`src/rtl/assert_macros.svh`:
```
// Assertion macros used by scanline_irq_detector.sv.
`ifndef ASSERT_MACROS_SVH
`define ASSERT_MACROS_SVH
`ifndef NO_ASSERTIONS
`define SID_ASSERT(lbl, clk, rst_n, prop) \
  lbl: assert property (@(posedge clk) disable iff (!rst_n) prop) \
    else $error("scanline_irq_detector assertion failed");
`define SID_ASSERT_ALWAYS(lbl, clk, prop) \
  lbl: assert property (@(posedge clk) prop) \
    else $error("scanline_irq_detector assertion failed");
`else
`define SID_ASSERT(lbl, clk, rst_n, prop)
`define SID_ASSERT_ALWAYS(lbl, clk, prop)
`endif
`endif

```
`src/rtl/sid_pkg.sv`:
```
package sid_pkg;

  typedef enum logic [1:0] {
    ACT_VIDEO_READ = 2'd0,
    ACT_CPU_TICK   = 2'd1,
    ACT_CPU_WRITE  = 2'd2,
    ACT_CPU_READ   = 2'd3
  } sid_action_e;

  localparam logic [15:0] ADDR_TARGET = 16'h5203;
  localparam logic [15:0] ADDR_STATUS = 16'h5204;
  localparam logic [15:0] ADDR_NMI_LO = 16'hFFFA;
  localparam logic [15:0] ADDR_NMI_HI = 16'hFFFB;
  localparam logic [15:0] NT_LOW      = 16'h2000;
  localparam logic [15:0] NT_HIGH     = 16'h3000;
  localparam logic [1:0]  REPEAT_ARM  = 2'd3;
  localparam logic [1:0]  IDLE_LIMIT  = 2'd3;

  typedef struct packed {
    sid_action_e action;
    logic [15:0] address;
    logic [7:0]  write_data;
  } sid_item_t;

  typedef struct packed {
    logic       irq_line;
    logic [7:0] read_data;
    logic       frame_active;
  } sid_result_t;

  typedef struct packed {
    logic       framing;
    logic       status;
    logic       enable;
    logic [7:0] line_count;
  } sid_state_t;

endpackage

```
`src/rtl/sid_item_if.sv`:
```
interface sid_item_if;
  logic        valid;
  logic        ready;
  logic [1:0]  action;
  logic [15:0] address;
  logic [7:0]  write_data;

  modport source (output valid, output action, output address, output write_data,
                  input ready);
  modport sink (input valid, input action, input address, input write_data,
                output ready);
endinterface

```
`src/rtl/sid_result_if.sv`:
```
interface sid_result_if;
  logic       valid;
  logic       ready;
  logic       irq_line;
  logic [7:0] read_data;
  logic       frame_active;

  modport source (output valid, output irq_line, output read_data, output frame_active,
                  input ready);
  modport sink (input valid, input irq_line, input read_data, input frame_active,
                output ready);
endinterface

```
`src/rtl/sid_in_stage.sv`:
```
module sid_in_stage (
  input  logic                clk_i,
  input  logic                rst_ni,
  sid_item_if.sink            item_i,
  input  logic                advance_i,
  output logic                valid_o,
  output sid_pkg::sid_item_t  item_o
);

  logic               valid_q, valid_d;
  sid_pkg::sid_item_t item_q, item_d;
  logic               take;

  assign item_i.ready = !valid_q || advance_i;
  assign take         = item_i.valid && item_i.ready;

  always_comb begin
    valid_d = valid_q;
    item_d  = item_q;
    if (take) begin
      valid_d            = 1'b1;
      item_d.action      = sid_pkg::sid_action_e'(item_i.action);
      item_d.address     = item_i.address;
      item_d.write_data  = item_i.write_data;
    end else if (advance_i) begin
      valid_d = 1'b0;
    end
  end

  always_ff @(posedge clk_i or negedge rst_ni) begin
    if (!rst_ni) begin
      valid_q <= 1'b0;
    end else begin
      valid_q <= valid_d;
    end
  end

  always_ff @(posedge clk_i) begin
    item_q <= item_d;
  end

  assign valid_o = valid_q;
  assign item_o  = item_q;

endmodule

```
`src/rtl/sid_core.sv`:
```
module sid_core #(
  parameter int LINES_PER_FRAME = 240
) (
  input  logic                  clk_i,
  input  logic                  rst_ni,
  input  logic                  fire_i,
  input  sid_pkg::sid_item_t    item_i,
  output sid_pkg::sid_result_t  result_o,
  output sid_pkg::sid_state_t   state_o
);

  localparam logic [7:0] LastLine = 8'(LINES_PER_FRAME);

  logic        framing_q, framing_d;
  logic [7:0]  line_q, line_d;
  logic [1:0]  repeat_q, repeat_d;
  logic [15:0] prev_q, prev_d;
  logic        seen_q, seen_d;
  logic [1:0]  idle_q, idle_d;
  logic        status_q, status_d;
  logic        enable_q, enable_d;
  logic [7:0]  target_q, target_d;
  logic [7:0]  read_data;
  logic [7:0]  line_inc;
  logic [1:0]  repeat_base;
  logic        in_nt;

  assign line_inc = line_q + 8'd1;
  assign in_nt    = (item_i.address >= sid_pkg::NT_LOW) && (item_i.address < sid_pkg::NT_HIGH);

  always_comb begin
    framing_d   = framing_q;
    line_d      = line_q;
    repeat_d    = repeat_q;
    prev_d      = prev_q;
    seen_d      = seen_q;
    idle_d      = idle_q;
    status_d    = status_q;
    enable_d    = enable_q;
    target_d    = target_q;
    read_data   = 8'd0;
    repeat_base = repeat_q;
    case (item_i.action)
      sid_pkg::ACT_VIDEO_READ: begin
        seen_d = 1'b1;
        if (repeat_q == sid_pkg::REPEAT_ARM) begin
          repeat_base = 2'd0;
          if (!framing_q) begin
            framing_d = 1'b1;
            line_d    = 8'd0;
            status_d  = 1'b0;
          end else if (line_inc == LastLine) begin
            framing_d = 1'b0;
            line_d    = 8'd0;
            status_d  = 1'b0;
          end else begin
            line_d = line_inc;
            if (target_q != 8'd0 && line_inc == target_q) begin
              status_d = 1'b1;
            end
          end
        end
        if (in_nt) begin
          repeat_d = (item_i.address == prev_q) ? repeat_base + 2'd1 : 2'd1;
        end else begin
          repeat_d = 2'd0;
        end
        prev_d = item_i.address;
      end
      sid_pkg::ACT_CPU_TICK: begin
        if (seen_q) begin
          idle_d = 2'd0;
          seen_d = 1'b0;
        end else if (idle_q != sid_pkg::IDLE_LIMIT) begin
          idle_d = idle_q + 2'd1;
          if (idle_d == sid_pkg::IDLE_LIMIT) begin
            framing_d = 1'b0;
            repeat_d  = 2'd0;
          end
        end
      end
      sid_pkg::ACT_CPU_WRITE: begin
        if (item_i.address == sid_pkg::ADDR_TARGET) begin
          target_d = item_i.write_data;
        end else if (item_i.address == sid_pkg::ADDR_STATUS) begin
          enable_d = item_i.write_data[7];
        end
      end
      sid_pkg::ACT_CPU_READ: begin
        if (item_i.address == sid_pkg::ADDR_STATUS) begin
          read_data = {status_q, framing_q, 6'd0};
          status_d  = 1'b0;
        end else if (item_i.address == sid_pkg::ADDR_NMI_LO ||
                     item_i.address == sid_pkg::ADDR_NMI_HI) begin
          framing_d = 1'b0;
          line_d    = 8'd0;
          repeat_d  = 2'd0;
          status_d  = 1'b0;
        end
      end
      default: begin
      end
    endcase
  end

  always_ff @(posedge clk_i or negedge rst_ni) begin
    if (!rst_ni) begin
      framing_q <= 1'b0;
      line_q    <= 8'd0;
      repeat_q  <= 2'd0;
      prev_q    <= 16'd0;
      seen_q    <= 1'b0;
      idle_q    <= 2'd0;
      status_q  <= 1'b0;
      enable_q  <= 1'b0;
      target_q  <= 8'd0;
    end else if (fire_i) begin
      framing_q <= framing_d;
      line_q    <= line_d;
      repeat_q  <= repeat_d;
      prev_q    <= prev_d;
      seen_q    <= seen_d;
      idle_q    <= idle_d;
      status_q  <= status_d;
      enable_q  <= enable_d;
      target_q  <= target_d;
    end
  end

  assign result_o.irq_line     = enable_d && status_d;
  assign result_o.read_data    = read_data;
  assign result_o.frame_active = framing_d;

  assign state_o.framing    = framing_q;
  assign state_o.status     = status_q;
  assign state_o.enable     = enable_q;
  assign state_o.line_count = line_q;

endmodule

```
`src/rtl/sid_out_stage.sv`:
```
module sid_out_stage (
  input  logic                  clk_i,
  input  logic                  rst_ni,
  input  logic                  load_i,
  input  sid_pkg::sid_result_t  result_i,
  output logic                  advance_o,
  sid_result_if.source          result_o
);

  logic                 valid_q, valid_d;
  sid_pkg::sid_result_t data_q;

  assign advance_o = !valid_q || result_o.ready;

  always_comb begin
    valid_d = valid_q;
    if (load_i) begin
      valid_d = 1'b1;
    end else if (result_o.ready) begin
      valid_d = 1'b0;
    end
  end

  always_ff @(posedge clk_i or negedge rst_ni) begin
    if (!rst_ni) begin
      valid_q <= 1'b0;
    end else begin
      valid_q <= valid_d;
    end
  end

  always_ff @(posedge clk_i) begin
    if (load_i) begin
      data_q <= result_i;
    end
  end

  assign result_o.valid        = valid_q;
  assign result_o.irq_line     = data_q.irq_line;
  assign result_o.read_data    = data_q.read_data;
  assign result_o.frame_active = data_q.frame_active;

endmodule

```
`src/rtl/scanline_irq_detector.sv`:
```
// Scanline IRQ detector. Words arrive on item_i: a video bus read, a CPU cycle
// tick, a CPU write or a CPU read, with address and write data. Every input word
// yields exactly one result word on result_o carrying the IRQ line, the read data
// of a status read and the in-frame flag, all as they stand after that word.
// A word is registered at the input, the counter state is updated by one short
// pass of compares and increments, and the result is registered at the output.
// One word is taken every cycle while the receiver keeps result_o.ready high;
// the rate is set by the state update loop.
// When the receiver stalls, the result register holds its word and the input
// register keeps the next one, so item_i.ready drops only while both are full.
// No word is lost or repeated across a stall.
// Reset clears the frame state, counters, target, enable and status, and empties
// both registers; item_i.ready is high as soon as reset is released.
`include "assert_macros.svh"

module scanline_irq_detector #(
  parameter int LINES_PER_FRAME = 240
) (
  input  logic          clk_i,
  input  logic          rst_ni,
  sid_item_if.sink      item_i,
  sid_result_if.source  result_o
);

  logic                 s1_valid;
  sid_pkg::sid_item_t   s1_item;
  logic                 advance;
  logic                 fire;
  sid_pkg::sid_result_t core_result;
  sid_pkg::sid_state_t  core_state;

  assign fire = s1_valid && advance;

  sid_in_stage u_in_stage (
    .clk_i     (clk_i),
    .rst_ni    (rst_ni),
    .item_i    (item_i),
    .advance_i (advance),
    .valid_o   (s1_valid),
    .item_o    (s1_item)
  );

  sid_core #(
    .LINES_PER_FRAME (LINES_PER_FRAME)
  ) u_core (
    .clk_i    (clk_i),
    .rst_ni   (rst_ni),
    .fire_i   (fire),
    .item_i   (s1_item),
    .result_o (core_result),
    .state_o  (core_state)
  );

  sid_out_stage u_out_stage (
    .clk_i     (clk_i),
    .rst_ni    (rst_ni),
    .load_i    (fire),
    .result_i  (core_result),
    .advance_o (advance),
    .result_o  (result_o)
  );

  `SID_ASSERT(a_fire_fills_output, clk_i, rst_ni, fire |=> result_o.valid)
  `SID_ASSERT(a_frame_matches_state, clk_i, rst_ni,
              fire |=> (result_o.frame_active == core_state.framing))
  `SID_ASSERT(a_irq_matches_state, clk_i, rst_ni,
              fire |=> (result_o.irq_line == (core_state.enable && core_state.status)))
  `SID_ASSERT_ALWAYS(a_line_in_range, clk_i,
                     !rst_ni || (core_state.line_count < 8'(LINES_PER_FRAME)))

endmodule
```
`src/flat_wrapper.sv`:
```
// flat-port wrapper written by rule: the top's interface ports become plain ports
module scanline_irq_detector_flat 
#(
  parameter int LINES_PER_FRAME = 240
)
  (clk_i, rst_ni, item_i_valid, item_i_action, item_i_address, item_i_write_data, item_i_ready, result_o_valid, result_o_irq_line, result_o_read_data, result_o_frame_active, result_o_ready);
  sid_item_if item_i_i ();
  sid_result_if result_o_i ();
  input  logic clk_i;
  input  logic rst_ni;
  input wire logic [$bits(item_i_i.valid)-1:0] item_i_valid;
  input wire logic [$bits(item_i_i.action)-1:0] item_i_action;
  input wire logic [$bits(item_i_i.address)-1:0] item_i_address;
  input wire logic [$bits(item_i_i.write_data)-1:0] item_i_write_data;
  output wire logic [$bits(item_i_i.ready)-1:0] item_i_ready;
  output wire logic [$bits(result_o_i.valid)-1:0] result_o_valid;
  output wire logic [$bits(result_o_i.irq_line)-1:0] result_o_irq_line;
  output wire logic [$bits(result_o_i.read_data)-1:0] result_o_read_data;
  output wire logic [$bits(result_o_i.frame_active)-1:0] result_o_frame_active;
  input wire logic [$bits(result_o_i.ready)-1:0] result_o_ready;
  assign item_i_i.valid = item_i_valid;
  assign item_i_i.action = item_i_action;
  assign item_i_i.address = item_i_address;
  assign item_i_i.write_data = item_i_write_data;
  assign item_i_ready = item_i_i.ready;
  assign result_o_valid = result_o_i.valid;
  assign result_o_irq_line = result_o_i.irq_line;
  assign result_o_read_data = result_o_i.read_data;
  assign result_o_frame_active = result_o_i.frame_active;
  assign result_o_i.ready = result_o_ready;
  scanline_irq_detector #(.LINES_PER_FRAME(LINES_PER_FRAME)) u_core (.clk_i(clk_i), .rst_ni(rst_ni), .item_i(item_i_i), .result_o(result_o_i));
endmodule
```
`config.mk`:
```
export PLATFORM = sky130hd
export DESIGN_NAME = scanline_irq_detector_flat
export DESIGN_NICKNAME = d
export VERILOG_FILES = /design/src/rtl/sid_pkg.sv /design/src/rtl/sid_item_if.sv /design/src/rtl/sid_result_if.sv /design/src/rtl/sid_in_stage.sv /design/src/rtl/sid_core.sv /design/src/rtl/sid_out_stage.sv /design/src/rtl/scanline_irq_detector.sv /design/src/flat_wrapper.sv
export VERILOG_INCLUDE_DIRS = /design/src /design/src/rtl
export SDC_FILE = /design/constraint.sdc
export NUM_CORES = 1
export LEC_CHECK = 0
export ABC_AREA = 1
export BUFFER_PORTS_ARGS = -buffer_cell sky130_fd_sc_hd__buf_2
export CAP_MARGIN = 20
export CELL_PAD_IN_SITES_DETAIL_PLACEMENT = 1
export CELL_PAD_IN_SITES_GLOBAL_PLACEMENT = 2
export CORE_MARGIN = 2
export CORE_UTILIZATION = 36
export DETAILED_ROUTE_END_ITERATION = 10
export GPL_ROUTABILITY_DRIVEN = 0
export GPL_TIMING_DRIVEN = 0
export PLACE_DENSITY = 0.84
export SYNTH_ARGS = -nofsm -noshare
export SYNTH_HDL_FRONTEND = slang
export SYNTH_SLANG_ARGS = --single-unit
```
`constraint.sdc`:
```
create_clock -name clk_i -period 2.11 [get_ports clk_i]
set_clock_uncertainty 0.05 [all_clocks]
set_input_delay 0.633 -clock clk_i [delete_from_list [all_inputs] [get_ports clk_i]]
set_output_delay 0.633 -clock clk_i [all_outputs]
set_load 0.01 [all_outputs]
```
# After elaboration in Yosys (flattened, before gate mapping)
# Cells that the tools add are included.
[totals]
ff_bits = 78
latchBits = 0
ramBits = 0
mem_bits_ro = 0
in_bits = 30
output_inout_bits = 12
word_cells = 109
mem_count = 0
[op_classes]
n_addsub = 3
mul = 0
div_mod_pow = 0
n_lt_le_gt_ge = 2
eq_ne = 19
n_shift = 0
mux = 42
bitwise_logic = 0
reduce_logical = 25
[op_table]
columns = ["op", "count"]
rows = [
  ["two-way mux 8 bit", 5],
  ["== test 16 x 15 -> 1 bit (second input constant)", 2],
  ["== test 16 bit (second input constant)", 2],
  ["two-way mux 2 bit", 11],
  ["two-way mux 1 bit", 21],
  ["== test 16 bit", 1],
  ["greater-or-equal comparator 16 x 14 -> 1 bit (second input constant)", 1],
  ["< comparator 16 x 14 -> 1 bit (second input constant)", 1],
  ["one-hot mux 8 bit (2 select lines)", 1],
  ["!= test 2 bit (second input constant)", 7],
  ["nonzero test 2 bit", 5],
  ["adder 8 x 1 -> 8 bit (second input constant)", 1],
  ["== test 2 bit (second input constant)", 4],
  ["== test 8 bit", 1],
  ["== test 8 bit (second input constant)", 1],
  ["nonzero test 8 bit", 1],
  ["AND reduction 7 bit", 1],
  ["one-hot mux 2 bit (3 select lines)", 1],
  ["AND reduction 2 bit", 3],
  ["AND reduction 3 bit", 2],
  ["logical AND 1 bit", 5],
  ["AND reduction 5 bit", 1],
  ["adder 2 x 1 -> 2 bit (second input constant)", 2],
  ["one-hot mux 1 bit (2 select lines)", 2],
  ["6 further kinds", 9],
]

# Longest topological paths before layout
[depth]
ltp_word = 9
ltp_mapped = 13
ltp_nobuf = 13

# Cells and area by module
# A second synthesis with hierarchy kept.
[unflattened]
cells_unflattened = 386
hier_area_um2 = 3752.3
[modules_own_cells]
columns = ["module", "instances", "cells_per_inst", "area_each_um2", "seq_area_each_um2"]
rows = [
  ["sid_core", 1, 337, 2573.7, 1001.0],
  ["sid_in_stage", 1, 32, 825.8, 805.8],
  ["sid_out_stage", 1, 15, 345.3, 325.3],
  ["scanline_irq_detector", 1, 2, 7.5, 0.0],
]

# Worst setup path before layout
# Ideal clock, no wire load.
[synth_path]
kind = "input to register"
start = "input result_o_ready"
end = "register u_core.u_in_stage.item_q, in the netlist u_core.u_in_stage.item_o[0], enable pin"
setup_ns = 0.381
arrival_time_ns = 1.420
required_time_ns = 1.679
slack_ns = 0.259
stages = 4
n_path_buf = 0
cell_sequence = "inv_1 > nand3_1 > nand2_1 > inv_1"
[synth_between]
elab_chain_len = 3
[synth_rtl]
columns = ["element", "line_no", "source"]
rows = [
  ["start, declared", "flat_wrapper.sv:20", "input wire logic [$bits(result_o_i.ready)-1:0] result_o_ready;"],
  ["logical OR 1 bit", "sid_out_stage.sv:13", "assign advance_o = !valid_q || result_o.ready;"],
  ["logical OR 1 bit", "sid_in_stage.sv:14", "assign item_i.ready = !valid_q || advance_i;"],
  ["via item_i_ready", "flat_wrapper.sv:15", "output wire logic [$bits(item_i_i.ready)-1:0] item_i_ready;"],
  ["logical AND 1 bit", "sid_in_stage.sv:15", "assign take = item_i.valid && item_i.ready;"],
  ["via u_core.u_in_stage.take", "sid_in_stage.sv:12", "logic take;"],
  ["end signal, assigned", "sid_in_stage.sv:39", "item_q <= item_d;"],
  ["end, declared", "sid_in_stage.sv:11", "sid_pkg::sid_item_t item_q, item_d;"],
]
# The timed path passes the listed nets, and every way through them passes these cells.
# A chain may end at the register's enable or synchronous reset.

==> qor.txt <==
Post-DRT Antenna Nets - 0
number of synthesized flops with an enable pin - 30
initial drt markers - 82
Layout area overhead - 19.2%
Die ar. - 0.0107 mm²
combinational share of power - 15.4%
Slew Viols, Final - 0
num rows - 36
final WL - 8100 µm
Worst Hold Class - primary input to asynchronous set/reset pin
sequential share of power - 50.2%
sequential area share after synthesis - 55.0%
Layout Nets - 493
Num CTS Buffers - 9
Worst setup SP type - flop
Unique masters post-synth - 33
Post-CTS Hold Buffers - 0
CTS tree - done
Hold Violations, Final - 0
share of layout cells above drive strength 1 - 18.1%
grt met3 use - 4.03%
VDD IR max - 399 µV
I/O pin total - 42
WHS - 0.141 ns
final setup vio count - 0
Int Power - 2.61 mW
DRC violations left - 0
GRT Util Overall - 16.7%
Clk Latency, worst-skew pair - 0.35 ns
total number of vias - 2727
Starting Density - 36.6%
leak pwr - 1.96 nW
normalized max-slew margin - 32.5%
busiest grt layer - met2
clock-pin slew on the worst setup and hold paths - 0.07 ns
Max Cap Violations - 0
Max FO, Critical Path - 4
CTS root buf - clkbuf_8
Detailed Routing Iterations Pass 1 - 4
DR WL/cell - 13.7 µm
Die X - 103 µm
Net Sw Frac - 27.0%
area of the core - 0.00968 mm²
Final Cell Area - 0.00423 mm²
clock sink count - 72
DP HPWL - 6040 µm
Placed Area - 0.00391 mm²
Avg Inst Size Synth - 8.98 µm²
global-route wire length before repair - 13200 µm
pwr/cell area - 847 mW/mm²
diode count - 0
fin crit period - 1.91 ns
Arr. time, crit path - 1.95 ns
Setup crit end kind - flop
Clock Path Buffers - 2
H-Tree Depth - 3
Final TNS setup - 0 ns
R2R Setup Slk - 0.20 ns
outcome - finished, final reports clean
Async S/R FF share, synth - 58.3%
largest net degree at the start of global routing - 43
initial antenna violation count - 0
dominant synthesized flop cell - dfrtp_1
Clk network pwr share - 34.4%
synthesized instance count - 395
via-per-instance ratio - 4.61
area of the mapped netlist - 0.00355 mm²
met2 Use GR - 27.8%
Critical Path RT - 2.16 ns
Max Freq - 524 MHz
Synth Register Bits - 72
Slew @ Worst Pin - 1.01 ns
vias in the first global route - 2786
worst reg2reg path depth - 12
Sw Pwr - 0.967 mW
fin crit share - 90.4%
Buffers on Ports - 35
Syn. warnings - 0
die height - 103 µm
met1 Use GR - 20.8%
critical path class - flop to flop
Overflow after GRT - 0
## flip-flops by register name, summed over array words and instances (netlist names), 2 cells and up
| register | flops |
|---|---|
| u_core.u_core.idle_q | 2 |
| u_core.u_out_stage.result_o.read_data | 2 |
| u_core.u_core.target_q | 8 |
| u_core.u_core.line_q | 8 |
| u_core.u_core.repeat_q | 2 |
| u_core.u_core.prev_q | 16 |
| u_core.u_in_stage.item_o | 26 |
## power groups by stage
stage / Clock, mW / Sequential [mW] / Combinational [mW]
after floorplan: 0 / 1.80 / 0.347
after global placement: 0 / 1.82 / 0.491
after detailed placement: 0 / 1.83 / 0.517
after CTS: 1.27 / 1.80 / 0.519
after global routing: 1.32 / 1.82 / 0.634
final: 1.23 / 1.80 / 0.550
## area by class of cell
class | count | area, µm²
clock buffers | 13 | 159
multi-input cells | 263 | 1370
fillers | 1167 | 5460
inverters | 54 | 203
plain buffers | 11 | 72.6
flip-flops and latches | 72 | 1950
repair buffers | 42 | 240
clock inverters | 3 | 65.1
well taps | 133 | 166
## critical path: stages (launching register included)
cell,delay (ns)
dfrtp_1,0.41
buf_4,0.15
inv_1,0.09
nor2_4,0.14
nand2_1,0.09
nand2_2,0.09
nand3_1,0.08
nor2_2,0.10
nand2_2,0.08
o21bai_1,0.14
o21ai_1,0.10
nand2_1,0.07
o21ai_1,0.07
## final timing paths
kind / startpoint / endpoint
hold / removal: rst_ni / u_core.u_core.target_q[7]
min in group clk_i: item_i_write_data[7] / u_core.u_in_stage.item_o[7]
max in group asynchronous: rst_ni / u_core.u_core.enable_q
setup / recovery: u_core.u_core.line_q[0] / u_core.u_out_stage.result_o.frame_active
setup reg to reg: u_core.u_core.line_q[0] / u_core.u_out_stage.result_o.frame_active
hold reg to reg: u_core.u_core.enable_q / u_core.u_core.enable_q
## layout by cell type, fill, tap and decap left out, drive strengths merged
| master | instances |
|---|---|
| nand2 | 113 |
| inv | 54 |
| buf | 50 |
| dfrtp | 42 |
| o21ai | 39 |
| nor2 | 31 |
| edfxtp | 30 |
| clkbuf | 16 |
| nand3 | 15 |
| xor2 | 14 |
| ha | 10 |
| nor3 | 8 |
| nand4 | 7 |
| conb | 6 |
| o21bai | 4 |
| a21oi | 3 |
| o22ai | 3 |
| nor4 | 3 |
| o31ai | 2 |
| bufinv | 2 |
| nand3b | 1 |
| or2 | 1 |
| a211oi | 1 |
| a22oi | 1 |
| mux2 | 1 |
| clkinv | 1 |
## cell usage after synthesis, drive strengths merged (4+ instances only)
library cell / n / area (µm²)
buf: 8 / 61.3
dfrtp: 42 / 1050
edfxtp: 30 / 901
ha: 10 / 125
inv: 54 / 203
nand2: 113 / 434
nand3: 15 / 75.1
nand4: 7 / 50.1
nor2: 31 / 124
nor3: 8 / 45.0
o21ai: 39 / 195
o21bai: 4 / 37.5
xor2: 14 / 123
## what timing repair did
action / CTS / global route
resized for setup: 0 / 7
endpoints found under the setup margin: 0 / 4
buffers inserted: 0 / 6
## per-stage QoR
step	setup slack, ns	power (mW)	util [%]	instances
finish	0.202	3.58	43.7	591
global route	-0.0000879	3.78	43.7	591
CTS	0.0603	3.58	42.7	584
detailed placement	-0.0819	2.34	40.3	568
global placement	-0.0269	2.31	40.3	568
floorplan	0.259	2.15	-	400
## cells by family (layout without fill, tap and decap cells)
logic type                 Yosys count  after routing  share of synthesized area (%)
and+or+nand+nor                    179            179                           21.4
DFF                                 72             72                           55.0
buffers and inverters               65            123                           7.76
AOI/OAI and AO/OA                   53             53                           8.36
xor gates and xnor gates            14             14                           3.46
adders and majority gates           10             10                           3.53
other                                1              6                          0.106
muxes                                1              1                          0.317
## layer usage
metal	wire length [µm]	vias up	share of wire [%]
li1	-	1386	-
met2	3850	32	47
met4	138	0	1.7
met1	3910	1300	48
met5	0	-	0
met3	206	9	2.5
Note: power is estimated with default switching activity, not from simulation.
